$ cat src/hdl/circle_segment_collide_reflect_core_defines.svh
// Assertion macros shared by the RTL of the circle/segment core.
`ifndef CIRCLE_SEGMENT_COLLIDE_REFLECT_CORE_DEFINES_SVH
`define CIRCLE_SEGMENT_COLLIDE_REFLECT_CORE_DEFINES_SVH

`ifndef SYNTHESIS
`define CSC_ASSERT_NOW(lbl, clk, rst_n, ante, cons) \
    lbl: assert property (@(posedge clk) disable iff (!rst_n) (ante) |-> (cons)) \
        else $error("csc assertion failed");
`define CSC_ASSERT_NEXT(lbl, clk, rst_n, ante, cons) \
    lbl: assert property (@(posedge clk) disable iff (!rst_n) (ante) |=> (cons)) \
        else $error("csc assertion failed");
`else
`define CSC_ASSERT_NOW(lbl, clk, rst_n, ante, cons)
`define CSC_ASSERT_NEXT(lbl, clk, rst_n, ante, cons)
`endif

`endif

$ cat src/hdl/csc_pkg.sv
package csc_pkg;

    localparam int COORD_W   = 24;
    localparam int FRAC_BITS = 8;
    localparam int TICK_FRAC = 8;
    localparam int TS_W      = 16;
    localparam int RAD_W     = 8;
    localparam int REQ_W     = 2;
    localparam int CFG_IDX_W = 3;
    localparam int DIFF_W    = COORD_W + 1;
    localparam int MUL_W     = DIFF_W;
    localparam int PROD_W    = 2 * MUL_W;
    localparam int ACC_W     = PROD_W + 2;
    localparam int DIV_W     = ACC_W;
    localparam int MAG_W     = DIFF_W;
    localparam int QUO_W     = COORD_W + 3;

    localparam logic [REQ_W-1:0] REQ_LOAD    = 2'd0;
    localparam logic [REQ_W-1:0] REQ_TICK    = 2'd1;
    localparam logic [REQ_W-1:0] REQ_TEST    = 2'd2;
    localparam logic [REQ_W-1:0] REQ_REFLECT = 2'd3;

    localparam logic [CFG_IDX_W-1:0] CFG_START_X  = 3'd0;
    localparam logic [CFG_IDX_W-1:0] CFG_START_Y  = 3'd1;
    localparam logic [CFG_IDX_W-1:0] CFG_START_VX = 3'd2;
    localparam logic [CFG_IDX_W-1:0] CFG_START_VY = 3'd3;
    localparam logic [CFG_IDX_W-1:0] CFG_RADIUS   = 3'd4;

    typedef logic signed [COORD_W-1:0] t_coord;

    typedef struct packed {
        logic en;
        logic clr;
        logic neg;
    } t_mul_ctl;

    typedef struct packed {
        logic start;
        logic pre;
        logic reuse;
    } t_div_cmd;

endpackage

$ cat src/hdl/csc_mul.sv
module csc_mul
    import csc_pkg::*;
(
    input  logic                     i_clk,
    input  logic                     i_rst_n,
    input  t_mul_ctl                 i_ctl,
    input  logic signed [MUL_W-1:0]  i_a,
    input  logic signed [MUL_W-1:0]  i_b,
    output logic signed [ACC_W-1:0]  o_acc
);

    logic signed [PROD_W-1:0] r_prod;
    t_mul_ctl                 r_ctl;
    logic signed [ACC_W-1:0]  r_acc;
    logic signed [ACC_W-1:0]  prod_ext;
    logic signed [ACC_W-1:0]  n_acc;

    always_comb begin
        prod_ext = $signed({{(ACC_W-PROD_W){r_prod[PROD_W-1]}}, r_prod});
        n_acc    = (r_ctl.clr ? '0 : r_acc) + (r_ctl.neg ? -prod_ext : prod_ext);
    end

    always_ff @(posedge i_clk) begin
        if (!i_rst_n) begin
            r_ctl <= '0;
        end else begin
            r_ctl <= i_ctl;
        end
        r_prod <= i_a * i_b;
        if (r_ctl.en) begin
            r_acc <= n_acc;
        end
    end

    assign o_acc = r_acc;

endmodule

$ cat config.mk
export PLATFORM = sky130hd
export DESIGN_NAME = csc_mul
export DESIGN_NICKNAME = d
export VERILOG_FILES = /design/src/hdl/circle_segment_collide_reflect_core_defines.svh /design/src/hdl/csc_pkg.sv /design/src/hdl/csc_mul.sv
export SDC_FILE = /design/constraint.sdc
export NUM_CORES = 2
export LEC_CHECK = 0
export BUFFER_PORTS_ARGS = -buffer_cell sky130_fd_sc_hd__buf_2
export CAP_MARGIN = 25
export CORE_MARGIN = 4
export CORE_UTILIZATION = 60
export DETAILED_ROUTE_END_ITERATION = 8
export GPL_TIMING_DRIVEN = 1
export PLACE_DENSITY = 0.75
export SLEW_MARGIN = 20
export SYNTH_ARGS = -nofsm -noshare
export SYNTH_HDL_FRONTEND = slang
export SYNTH_SLANG_ARGS = --single-unit
export TNS_END_PERCENT = 30
$ cat constraint.sdc
create_clock -name i_clk -period 9.43 [get_ports i_clk]
set_input_delay 1.4145 -clock i_clk [delete_from_list [all_inputs] [get_ports i_clk]]
set_output_delay 1.4145 -clock i_clk [all_outputs]
set_load 0.005 [all_outputs]
# Yosys cells after proc, flatten, opt, wreduce, memory -nomap -nowiden

Index checks and enable logic that the tools add are counted.

$mul: 1
Mux-type cells: 2
Add/subtract/negate cells: 2

Operators by type and width:

| operator                     | count |
|---|---|
| two-way mux 52 bit           | 2 |
| adder 52 bit                 | 1 |
| negation 52 bit              | 1 |
| multiplier 25 x 25 -> 50 bit | 1 |

Register bits: 105
Output and inout port bits: 52
Bits of input ports: 55
Word-level logic and storage cells: 10

# Logic depth before layout (Yosys ltp)

Depth in word-level cells: 3
Mapped depth: 27
Depth with buffers taken out: 25

# Least setup slack after synthesis

Ideal clock, no wire load.

Kind: input port to flip-flop
Start: input port i_a[24]
End: register r_prod[49]
Setup time: 0.072 ns
Stages: 24
Setup slack: 1.334 ns
Arrival time: 8.024 ns
Cell sequence: clkbuf_1 -> nand2_1 -> inv_1 -> fa_1 -> fa_1 -> inv_1 -> fa_1 -> inv_1 -> fa_1 -> fa_1 -> fa_1 -> inv_1 -> fa_1 -> inv_1 -> ha_1 -> clkbuf_1 -> a21o_1 -> a21o_1 -> a21oi_1 -> nor2_1 -> a2111oi_0 -> a21oi_1 -> a21oi_1 -> xnor2_1

Cells in the longest elaborated chain, start to end: 1

RTL lines:

| item                         | line          | RTL |
|---|---|---|
| from (decl)                  | csc_mul.sv:7  | `input logic signed [MUL_W-1:0] i_a,` |
| multiplier 25 x 25 -> 50 bit | csc_mul.sv:29 | `r_prod <= i_a * i_b;` |
| to (signal assigned)         | csc_mul.sv:29 |  |
| to (decl)                    | csc_mul.sv:12 | `logic signed [PROD_W-1:0] r_prod;` |

No other way between the ends.
A chain may end at the register's enable or synchronous reset.

# Final worst setup path

Start: input port i_b[1]
End: register r_prod[43]

Cells in the longest elaborated chain, start to end: 1

RTL lines:

| item                         | line          | RTL |
|---|---|---|
| from (decl)                  | csc_mul.sv:8  | `input logic signed [MUL_W-1:0] i_b,` |
| multiplier 25 x 25 -> 50 bit | csc_mul.sv:29 |  |

No other way between the ends.

==> results_dict.tcl <==
set metrics [dict create \
    netlist_instances 3222 \
    rows 81 \
    clk_latency_ns 0.36 \
    path_max_fanout 15 \
    place_hpwl_mm 60.4 \
    dieArea_um2 53100 \
    cts_tree "built" \
    cp.required_ns 9.72 \
    globalRouteOverflowTotal 0 \
    skew_ns 0.00448 \
    seq_area_frac_synth_pct 8.83 \
    drt-total-wl_mm 73.8 \
    layout_common_cells "679 x inv_1, 659 x fa_1, 364 x nand2_1, 315 x and2_1, 193 x ha_1" \
    place.gp.congestion 0.924 \
    period_minus_slack_ns 8.57 \
    die_width_um 231 \
    synth_top_family_by_area "adder cells" \
    final.setup.tns_ns 0 \
    grt_usage_pct 28.7 \
    hp-class "reg -> reg" \
    arrival_ns 8.85 \
    nFillCells 4044 \
    fin_crit_sh_pct 90.8 \
    clkSinkCount 105 \
    tightestPinTransition_ns 0.912 \
    synth_edf_count 52 \
    synth_xor_area_share_pct 4.39 \
    setup_viol_count_final 0 \
    first_pass_iters 5 \
    async_flop_share_pct 0 \
    wl_per_cell_um 19.0 \
    grt_max_degree 53 \
    relSlewSlack_pct 39.0 \
    numCtsBuffers 9 \
    synth-adder-area-share_pct 52.5 \
    drt-initial-drc-count 1624 \
    rsz0062_at_grt "no" \
    antenna_found_initial 2 \
    io_pins 107 \
    core_area_um2 49000 \
    maxSlewViolCount 0 \
    status "finished, final reports clean" \
    grt_pass1_wl_mm 122 \
    clk_pin_slew_ns 0.07 \
    netlist_area_um2 29700 \
    syn_nets 4129 \
    cts_resized 0 \
    nets 4122 \
    start_util_pct 60.7 \
    drive_gt1_share_pct 5.09 \
    critical_path_class "in -> reg" \
    final_common_cell "inv_1" \
    ys_ff_latch 105 \
    vias 21700 \
    final_antenna_net_count 0 \
    cts_root_buffer "clkbuf_16" \
    syn2layout_area_growth_pct 4.18 \
    synth_cell_types 67 \
    yosys.area.top_type "fa_1" \
    hold_violations 0 \
    synth_compound_area_share_pct 7.50 \
    cts_hold_buf 0 \
    fin_ws_ns 0.864 \
    via_per_inst 5.57 \
    synth_top_area_share_pct 44.4 \
    route.detailed.drc 0 \
    ys.flop_type "dfxtp_1" \
    maxCapViolCount 0 \
    fmax_mhz 117 \
    end_kind "register" \
    portBuffers 106 \
    max-clock-path-buffers 2 \
    chipHeight_um 231 \
    yosys_warnings 0 \
    post_cts_buffers 0 \
    start_kind "input pin" \
    synthMuxAreaShare_pct 0 \
    place_ws_ns 0.650 \
    synth-simple-area-share_pct 16.4 \
    grt_pass1_vias 23300 \
    synth_area_per_cell_um2 9.22 \
    h-tree-depth 3 \
    synth.area.top_cells "fa_1 44%, inv_1 8.6%, ha_1 8.1%" \
]
[sequential cells by signal (all words and copies together) (netlist names)]
| name | flops |
|---|---|
| o_acc | 52 |
| r_prod | 50 |
| r_ctl | 3 |
[Yosys cell counts, types with 9 or more instances]
master / count
a21oi_1: 107
o41ai_1: 10
nor2_1: 76
nand3_1: 28
dfxtp_1: 53
nand4_1: 20
a31oi_1: 9
edfxtp_1: 52
clkbuf_1: 135
a211oi_1: 10
xnor2_1: 123
nand2_1: 364
fa_1: 659
nor2b_1: 64
o21a_1: 15
nand2b_1: 19
a21o_1: 36
and2_1: 315
ha_1: 193
nor3_1: 21
inv_1: 679
o31ai_1: 16
o21ai_0: 77
xor2_1: 24
o21bai_1: 19
[critical path: stages]
cell	delay (ns)
buf_2	0.27
buf_4	0.23
nand2_1	0.09
fa_1	0.55
inv_1	0.05
fa_1	0.62
inv_1	0.08
fa_1	0.52
fa_1	0.53
inv_1	0.06
fa_1	0.48
fa_1	0.49
inv_1	0.05
fa_1	0.51
inv_1	0.07
ha_1	0.38
a21o_1	0.21
a21oi_1	0.22
o211ai_1	0.12
a221oi_1	0.35
o21ai_0	0.36
a21oi_1	0.53
nor2_1	0.14
a311oi_1	0.34
xnor2_1	0.16
[kinds of logic after synthesis]
family	Yosys count
and+or+nand+nor	952
DFF	105
adders and majority gates	852
xor gates and xnor gates	148
AOI/OAI and AO/OA	348
buffers and inverters	817
[cell type report]
class | count | area (µm²) | area share, %
multi-input cells | 2300 | 24000 | 77.6
flip-flops and latches | 105 | 2630 | 8.49
inverters | 679 | 2550 | 8.23
well taps | 664 | 831 | 2.68
repair buffers | 120 | 636 | 2.05
clock buffers | 11 | 254 | 0.821
clock inverters | 5 | 35.0 | 0.113
diodes | 1 | 2.50 | 0.00809
[metal layers]
layer  GRT usage [%]  vias up  share of wire [%]
li1                -     9756                  -
met1            41.8    10800                 44
met2            44.4      949                 44
met3            7.53      118                 11
met4            5.52        0                1.7
met5               0        -                  0
[metrics by stage]
step	utilization (%)	hold WS (ns)	instances	cell area, µm²
floorplan	-	0.576	3222	29700
global placement	62.6	0.614	3868	30700
detailed placement	62.6	0.624	3868	30700
CTS	63.2	0.641	3884	30900
global route	63.2	0.676	3885	30900
finish	63.2	0.633	3885	30900
[final timing paths]
kind	startpoint	endpoint	slack, ns	cells past startpoint
max	i_b[1]	r_prod[43]	0.86	25
min	r_prod[0]	o_acc[0]	0.63	1
min reg2reg	r_prod[0]	o_acc[0]	0.63	1
max reg2reg	r_prod[3]	o_acc[49]	4.42	15
Power is not shown: default switching activity piles up to over one toggle a cycle in this logic, so the estimate is an artifact.
