### src/hdl/circle_segment_collide_reflect_core_defines.svh
// Assertion macros shared by the RTL of the circle/segment core.
`ifndef CIRCLE_SEGMENT_COLLIDE_REFLECT_CORE_DEFINES_SVH
`define CIRCLE_SEGMENT_COLLIDE_REFLECT_CORE_DEFINES_SVH

`ifndef SYNTHESIS
`define CSC_ASSERT_NOW(lbl, clk, rst_n, ante, cons) \
    lbl: assert property (@(posedge clk) disable iff (!rst_n) (ante) |-> (cons)) \
        else $error("csc assertion failed");
`define CSC_ASSERT_NEXT(lbl, clk, rst_n, ante, cons) \
    lbl: assert property (@(posedge clk) disable iff (!rst_n) (ante) |=> (cons)) \
        else $error("csc assertion failed");
`else
`define CSC_ASSERT_NOW(lbl, clk, rst_n, ante, cons)
`define CSC_ASSERT_NEXT(lbl, clk, rst_n, ante, cons)
`endif

`endif

### src/hdl/csc_pkg.sv
package csc_pkg;

    localparam int COORD_W   = 24;
    localparam int FRAC_BITS = 8;
    localparam int TICK_FRAC = 8;
    localparam int TS_W      = 16;
    localparam int RAD_W     = 8;
    localparam int REQ_W     = 2;
    localparam int CFG_IDX_W = 3;
    localparam int DIFF_W    = COORD_W + 1;
    localparam int MUL_W     = DIFF_W;
    localparam int PROD_W    = 2 * MUL_W;
    localparam int ACC_W     = PROD_W + 2;
    localparam int DIV_W     = ACC_W;
    localparam int MAG_W     = DIFF_W;
    localparam int QUO_W     = COORD_W + 3;

    localparam logic [REQ_W-1:0] REQ_LOAD    = 2'd0;
    localparam logic [REQ_W-1:0] REQ_TICK    = 2'd1;
    localparam logic [REQ_W-1:0] REQ_TEST    = 2'd2;
    localparam logic [REQ_W-1:0] REQ_REFLECT = 2'd3;

    localparam logic [CFG_IDX_W-1:0] CFG_START_X  = 3'd0;
    localparam logic [CFG_IDX_W-1:0] CFG_START_Y  = 3'd1;
    localparam logic [CFG_IDX_W-1:0] CFG_START_VX = 3'd2;
    localparam logic [CFG_IDX_W-1:0] CFG_START_VY = 3'd3;
    localparam logic [CFG_IDX_W-1:0] CFG_RADIUS   = 3'd4;

    typedef logic signed [COORD_W-1:0] t_coord;

    typedef struct packed {
        logic en;
        logic clr;
        logic neg;
    } t_mul_ctl;

    typedef struct packed {
        logic start;
        logic pre;
        logic reuse;
    } t_div_cmd;

endpackage

### src/hdl/csc_div.sv
module csc_div
    import csc_pkg::*;
(
    input  logic             i_clk,
    input  logic             i_rst_n,
    input  t_div_cmd         i_cmd,
    input  logic [DIV_W-1:0] i_dividend,
    input  logic [DIV_W-1:0] i_divisor,
    input  logic [MAG_W-1:0] i_mult,
    output logic             o_done,
    output logic [QUO_W-1:0] o_quot
);

    // floor(dividend * mult / divisor): optional long division of the dividend first,
    // then the multiplier bits one at a time, MSB first (double, then add remainder)
    localparam int CNT_W = $clog2(DIV_W);

    typedef enum logic [1:0] {D_IDLE, D_PRE, D_MUL} t_dstate;

    t_dstate          r_state;
    logic [CNT_W-1:0] r_cnt;
    logic             r_half;
    logic             r_done;
    logic [DIV_W-1:0] r_num;
    logic [DIV_W-1:0] r_rem;
    logic [DIV_W-1:0] r_q0;
    logic [DIV_W-1:0] r_r0;
    logic [DIV_W-1:0] r_c;
    logic [MAG_W-1:0] r_b;
    logic [QUO_W-1:0] r_q;

    logic [DIV_W:0]   trial;
    logic [DIV_W+1:0] diff;
    logic             ge;
    logic [DIV_W-1:0] n_rem;
    logic [QUO_W-1:0] q_trial;
    logic [QUO_W-1:0] n_q;

    always_comb begin
        trial   = '0;
        q_trial = r_q;
        case (r_state)
            D_PRE: begin
                trial = {r_rem, r_num[DIV_W-1]};
            end
            D_MUL: begin
                if (!r_half) begin
                    trial   = {r_rem, 1'b0};
                    q_trial = {r_q[QUO_W-2:0], 1'b0};
                end else if (r_b[MAG_W-1]) begin
                    trial   = {1'b0, r_rem} + {1'b0, r_r0};
                    q_trial = r_q + r_q0[QUO_W-1:0];
                end else begin
                    trial = {1'b0, r_rem};
                end
            end
            default: begin
                trial = '0;
            end
        endcase
        diff  = {1'b0, trial} - {2'b00, r_c};
        ge    = !diff[DIV_W+1];
        n_rem = ge ? diff[DIV_W-1:0] : trial[DIV_W-1:0];
        n_q   = q_trial + QUO_W'(ge);
    end

    always_ff @(posedge i_clk) begin
        if (!i_rst_n) begin
            r_state <= D_IDLE;
            r_done  <= 1'b0;
            r_half  <= 1'b0;
            r_cnt   <= '0;
        end else begin
            r_done <= 1'b0;
            case (r_state)
                D_IDLE: begin
                    if (i_cmd.start) begin
                        r_c    <= i_divisor;
                        r_b    <= i_mult;
                        r_q    <= '0;
                        r_rem  <= '0;
                        r_half <= 1'b0;
                        r_cnt  <= '0;
                        if (i_cmd.pre) begin
                            r_num   <= i_dividend;
                            r_q0    <= '0;
                            r_state <= D_PRE;
                        end else if (i_cmd.reuse) begin
                            r_state <= D_MUL;
                        end else begin
                            r_q0    <= '0;
                            r_r0    <= i_dividend;
                            r_state <= D_MUL;
                        end
                    end
                end
                D_PRE: begin
                    r_rem <= n_rem;
                    r_num <= {r_num[DIV_W-2:0], 1'b0};
                    r_q0  <= {r_q0[DIV_W-2:0], ge};
                    r_cnt <= r_cnt + 1'b1;
                    if (r_cnt == CNT_W'(DIV_W-1)) begin
                        r_r0    <= n_rem;
                        r_rem   <= '0;
                        r_cnt   <= '0;
                        r_state <= D_MUL;
                    end
                end
                D_MUL: begin
                    r_rem  <= n_rem;
                    r_q    <= n_q;
                    r_half <= !r_half;
                    if (r_half) begin
                        r_b   <= {r_b[MAG_W-2:0], 1'b0};
                        r_cnt <= r_cnt + 1'b1;
                        if (r_cnt == CNT_W'(MAG_W-1)) begin
                            r_done  <= 1'b1;
                            r_state <= D_IDLE;
                        end
                    end
                end
                default: begin
                    r_state <= D_IDLE;
                end
            endcase
        end
    end

    assign o_done = r_done;
    assign o_quot = r_q;

endmodule

### config.mk
export PLATFORM = sky130hd
export DESIGN_NAME = csc_div
export DESIGN_NICKNAME = d
export VERILOG_FILES = /design/src/hdl/circle_segment_collide_reflect_core_defines.svh /design/src/hdl/csc_pkg.sv /design/src/hdl/csc_div.sv
export SDC_FILE = /design/constraint.sdc
export NUM_CORES = 1
export LEC_CHECK = 0
export BUFFER_PORTS_ARGS = -buffer_cell sky130_fd_sc_hd__buf_2
export CAP_MARGIN = 20
export CORE_ASPECT_RATIO = 1.5
export CORE_MARGIN = 4
export CORE_UTILIZATION = 54
export DETAILED_ROUTE_END_ITERATION = 6
export HOLD_SLACK_MARGIN = 0.08
export MAX_ROUTING_LAYER = met4
export PLACE_DENSITY = 0.73
export REMOVE_ABC_BUFFERS = 1
export SYNTH_ARGS = -nofsm -noshare
export SYNTH_HDL_FRONTEND = slang
export SYNTH_SLANG_ARGS = --single-unit
### constraint.sdc
create_clock -name i_clk -period 10.2 [get_ports i_clk]
set_clock_uncertainty 0.15 [all_clocks]
set_input_delay 3.06 -clock i_clk [delete_from_list [all_inputs] [get_ports i_clk]]
set_output_delay 3.06 -clock i_clk [all_outputs]
set_load 0.02 [all_outputs]
# Word level (Yosys, flattened, before mapping)
# Cells that the tools add are included.
[classes] eq_ne=12 mux=40 n_reduce_logical=17 addsub=5
[ops] operator="$mux 52" count=9
[ops] operator="$pmux 52 s2" count=2
[ops] operator="$mux 27" count=7
[ops] operator="$pmux 52 s3" count=1
[ops] operator="$pmux 27 s2" count=2
[ops] operator="$mux 53" count=2
[ops] operator="$pmux 53 s2" count=1
[ops] operator="$sub 53x52->54" count=1
[ops] operator="$add 52x52->53" count=1
[ops] operator="$mux 25" count=2
[ops] operator="$pmux 25 s2" count=1
[ops] operator="$add 27x1->27" count=1
[ops] operator="$add 27x27->27" count=1
[ops] operator="$mux 6" count=3
[ops] operator="$pmux 6 s3" count=1
[ops] operator="$reduce_and 4->1" count=4
[ops] operator="$reduce_and 3->1" count=5
[ops] operator="$ne 2x2->1 const B" count=7
[ops] operator="$mux 2" count=5
[ops] operator="$add 6x1->6 const B" count=1
[ops] operator="$eq 6x5->1 const B" count=1
[ops] operator="$eq 6x6->1 const B" count=1
[ops] operator="$pmux 2 s3" count=1
[ops] operator="$reduce_and 6->1" count=1
[ops] operator="10 further kinds" count=13
[word_totals] input_bits=134 wordCells=85 regBits=297 output_inout_bits=28

# Depth between registers and ports, before layout
[logic_depth] depth_word=8 depth_mapped=33 ltp_nobuf=31

# Least setup slack after synthesis
# OpenSTA, ideal clock, no wires.
[synth_path] kind="in2reg" startpoint="in i_rst_n" endpoint="reg r_rem[0] (enable)" path_buffers=0 path_stages=2 t_arrival_ns=6.871 t_required_ns=9.524 path_slack_ns=2.653 setup_time_ns=0.526 path_cell_list="clkinv_1 > nor3_1"
[synth_via] elab_chain_len=1
[synth_lines] element="start, declared" line="csc_div.sv:5" text="input logic i_rst_n,"
[synth_lines] element="$reduce_and 3->1 (no line)"
[synth_lines] element="end signal, assigned" line="csc_div.sv:98" text="r_rem <= n_rem;"
[synth_lines] element="end signal, assigned" line="csc_div.sv:110" text="r_rem <= n_rem;"
[synth_lines] element="end, declared" line="csc_div.sv:25" text="logic [DIV_W-1:0] r_rem;"
# Every way passes these cells.
# A chain may end at the register's enable or synchronous reset.

# Worst setup path after layout
[layout_path] startpoint="reg r_rem[0]" endpoint="reg r_q[22] (netlist: o_quot[22]), data pin"
[layout_via] elab_chain_len=8
[layout_lines] element="$add 52x52->53" line="csc_div.sv:51" text="trial = {1'b0, r_rem} + {1'b0, r_r0};"
[layout_lines] element="$mux 53" line="csc_div.sv:50" text="end else if (r_b[MAG_W-1]) begin"
[layout_lines] element="$mux 53" line="csc_div.sv:47" text="if (!r_half) begin"
[layout_lines] element="$pmux 53 s2 (*)" line="csc_div.sv:42" text="case (r_state)"
[layout_lines] element="$sub 53x52->54 (*)" line="csc_div.sv:61" text="diff = {1'b0, trial} - {2'b00, r_c};"
[layout_lines] element="$logic_not 1->1 (*)" line="csc_div.sv:62" text="ge = !diff[DIV_W+1];"
[layout_lines] element="$add 27x1->27 (*)" line="csc_div.sv:64" text="n_q = q_trial + QUO_W'(ge);"
[layout_lines] element="$pmux 27 s2 (*)" line="csc_div.sv:75" text="case (r_state)"
[layout_lines] element="end signal, assigned" line="csc_div.sv:111" text="r_q <= n_q;"
[layout_lines] element="end, declared" line="csc_div.sv:30" text="logic [QUO_W-1:0] r_q;"
# Mark *: on every way between the ends. The rest lies on a longest branch, timed or not.

==> impl_metrics.yaml <==
route:
  first_pass_iters: 5
  viasPerCell: 6.36
  drtIter0Drc: 1533
  ant_nets: 0
  drc_errors: 0
  vias: 19600
  avgRoutedWirePerCell_um: 22.0
  drt_wl_total_um: 67800
global_route:
  grt-ovfl-total: 0
  top_usage_layer: "met2"
  grt_max_degree: 66
  grt_usage: 0.300
  met1_usage: 0.328
  grt_pass1_vias: 19700
  grtUsageMet2: 0.538
  use_met3: 0.0323
  grt_pass1_wl_um: 105000
  grt_antenna_before_repair: 0
power:
  power_density_nw_per_um2: 227
  p_total_mw: 5.62
  p_leak_nw: 9.68
  irDropWorstVdd_mv: 0.158
clock_network:
  post-cts-setup-buffers: 0
  cts_hold_buffers: 0
  cts_resized: 0
  numCtsBuffers: 30
  path_clk_slew_ns: 0.07
  h-tree-depth: 1
  cts_root_buf: "clkbuf_16"
  clock-sinks: 297
  cts_buffer_depth: 3
  insertion_delay_ns: 0.59
  cts_tree: "done"
floorplan:
  core_area_um2: 41100
  dieArea_um2: 44900
  dieHeight_um: 257
  initial_core_util: 0.545
  die_x_um: 174
  design.portCount: 162
  num_rows: 91
placement:
  placed_cell_area_um2: 23700
  gp_congestion: 0.948
  port_buffers: 161
  place_hpwl_um: 49700
logic_synthesis:
  yosysUniqueCellTypes: 104
  synth_top_flop_cell: "edfxtp_1"
  synth_edf_count: 287
  synth_compound_area_frac: 0.219
  muxShareOfSynthArea: 0.0648
  syn_inst: 2386
  yosys_register_bits: 297
  synth-xor-area-share: 0.0411
  syn_area_per_cell_um2: 9.39
  ys_warn_count: 0
  syn_area_um2: 22400
  synthArstFlopShare: 0
  synthSimpleGateAreaFrac: 0.164
  ys_seq_area_frac: 0.394
  synth_top_family_by_area: "compound AO/OA/AOI/OAI gates"
  synthAdderAreaFrac: 0.0795
setup_path:
  crit_fanout: 24
  crit_required_ns: 10.39
  r2r_cells: 31
  rr_endpoint: "o_quot[22]$_SDFFCE_PN0P_"
  critPathMostFrequentCell: "ha_1"
  arrival_ns: 8.28
  path_class: "flip-flop to flip-flop"
  cpMaxStageDelayCell: "o31a_4"
  reg2reg_slack_ns: 2.11
  r2r-start: "r_rem[0]$_DFFE_PP_"
  cp-end-kind: "flip-flop"
  critPathMaxStageDelay_ns: 0.49
  startpoint: "r_rem[0]$_DFFE_PP_"
  critPathCapture: "o_quot[22]$_SDFFCE_PN0P_"
  critPathLaunchType: "flip-flop"
timing:
  setup_viol: 0
  rsz0062_at_grt: "no"
  fmax_mhz: 124
  min_period_over_period: 0.793
  slew_headroom: 0.261
  drv_slew: 0
  fin_crit_ns: 8.09
  hold_viol_final: 0
  worst_pin_slew_ns: 1.10
finish:
  fin_nets: 2770
  post-route-cell-area_um2: 24800
  drive_gt1_frac: 0.146
  layout_common_cells: "287 x edfxtp_1, 241 x nor2_1, 213 x a21oi_1"
  diodes: 0
  final_common_cell: "edfxtp_1"
  fin_util: 0.603
  syn_to_final_growth_pct: 10.7
worst_hold_path:
  min_path_type: "flip-flop to flip-flop"
run_status:
  status: "finished, final reports clean"
job:
  drv_cap: 0
==> worst max-delay path: cells and delay by family (launching register included) <==
kind	cells	cell delay [ns]
AOI/OAI and AO/OA	13	3.16
xor gates and xnor gates	2	0.22
muxes	1	0.12
adders and majority gates	6	1.95
and+or+nand+nor	7	1.32
DFF	1	0.44
buffers and inverters	2	0.44
==> area by class of cell <==
cell class | instances | area (um2)
Tap cell | 558 | 698
Clock buffer | 32 | 779
Multi-Input combinational cell | 1872 | 12800
Timing Repair Buffer | 191 | 1030
Inverter | 106 | 400
Sequential cell | 297 | 8820
Fill cell | 3571 | 16300
Clock inverter | 24 | 287
==> synth_stat cells (19+ instances only) <==
cell	n	area, um2
edfxtp_1	287	8620
nor2_1	245	920
a21oi_1	214	1070
nand2_1	173	649
ha_1	135	1690
o21ai_0	121	606
inv_1	102	383
clkbuf_1	75	282
mux2_2	72	811
nand3_1	71	355
a21o_1	68	510
xnor2_1	66	578
mux2i_1	64	641
and2_1	50	313
nor3_1	46	230
xor2_1	39	342
a211oi_1	37	278
nor2b_1	30	188
a31oi_1	27	169
o21a_1	26	195
nand4_1	25	156
and3_1	22	138
buf_1	19	71.3
o21bai_1	19	143
==> kinds of logic (layout without fill, tap and decap cells) <==
| logic type | after synthesis | after routing |
|---|---|---|
| simple gates | 754 | 754 |
| compound gates | 736 | 736 |
| flops | 297 | 297 |
| buf+inv | 217 | 353 |
| fa+ha+maj | 141 | 141 |
| mux | 136 | 136 |
| xor+xnor | 105 | 105 |
==> stage by stage <==
stage,TNS [ns],worst slack (ns),instances,hold WS [ns]
floorplan,-59.86,-1.35,2275,0.312
global placement,0,2.33,3024,0.331
detailed placement,0,2.15,3024,0.343
finish,0,2.11,3080,0.351
CTS,0,2.11,3080,0.352
global route,0,1.43,3080,0.400
==> where the power goes <==
group / total, mW / switching, mW / internal (mW)
logic: 2.65 / 1.71 / 0.946
clock network: 1.21 / 0.507 / 0.706
registers: 1.75 / 0.134 / 1.62
total: 5.62 / 2.35 / 3.27
==> flip-flops by register name, summed over array words and instances, names as in the netlist <==
name,cells
r_r0,52
r_half,1
o_quot,27
r_q0,27
r_num,52
o_done,1
r_b,25
r_cnt,6
r_c,52
r_state,2
r_rem,52
==> per-layer routing <==
metal / vias to the layer above / routed length, um
met5: - / 0
met4: 0 / 4140
met3: 267 / 3740
met2: 774 / 34800
met1: 9351 / 25100
li1: 9210 / -
==> how the worst min path moves through the flow <==
stage                          start                    end  slack [ns]  depth (start not counted)
3_5_place_dp   r_cnt[1]$_SDFFE_PN0P_  r_cnt[1]$_SDFFE_PN0P_        0.34                          2
4_1_cts        r_cnt[1]$_SDFFE_PN0P_  r_cnt[1]$_SDFFE_PN0P_        0.35                          2
3_3_place_gp   r_cnt[1]$_SDFFE_PN0P_  r_cnt[1]$_SDFFE_PN0P_        0.33                          2
2_1_floorplan  r_cnt[1]$_SDFFE_PN0P_  r_cnt[1]$_SDFFE_PN0P_        0.31                          2
6_report       r_cnt[1]$_SDFFE_PN0P_  r_cnt[1]$_SDFFE_PN0P_        0.35                          2
5_1_grt        r_cnt[5]$_SDFFE_PN0P_  r_cnt[5]$_SDFFE_PN0P_        0.40                          2
(Power assumes the default switching activity.)
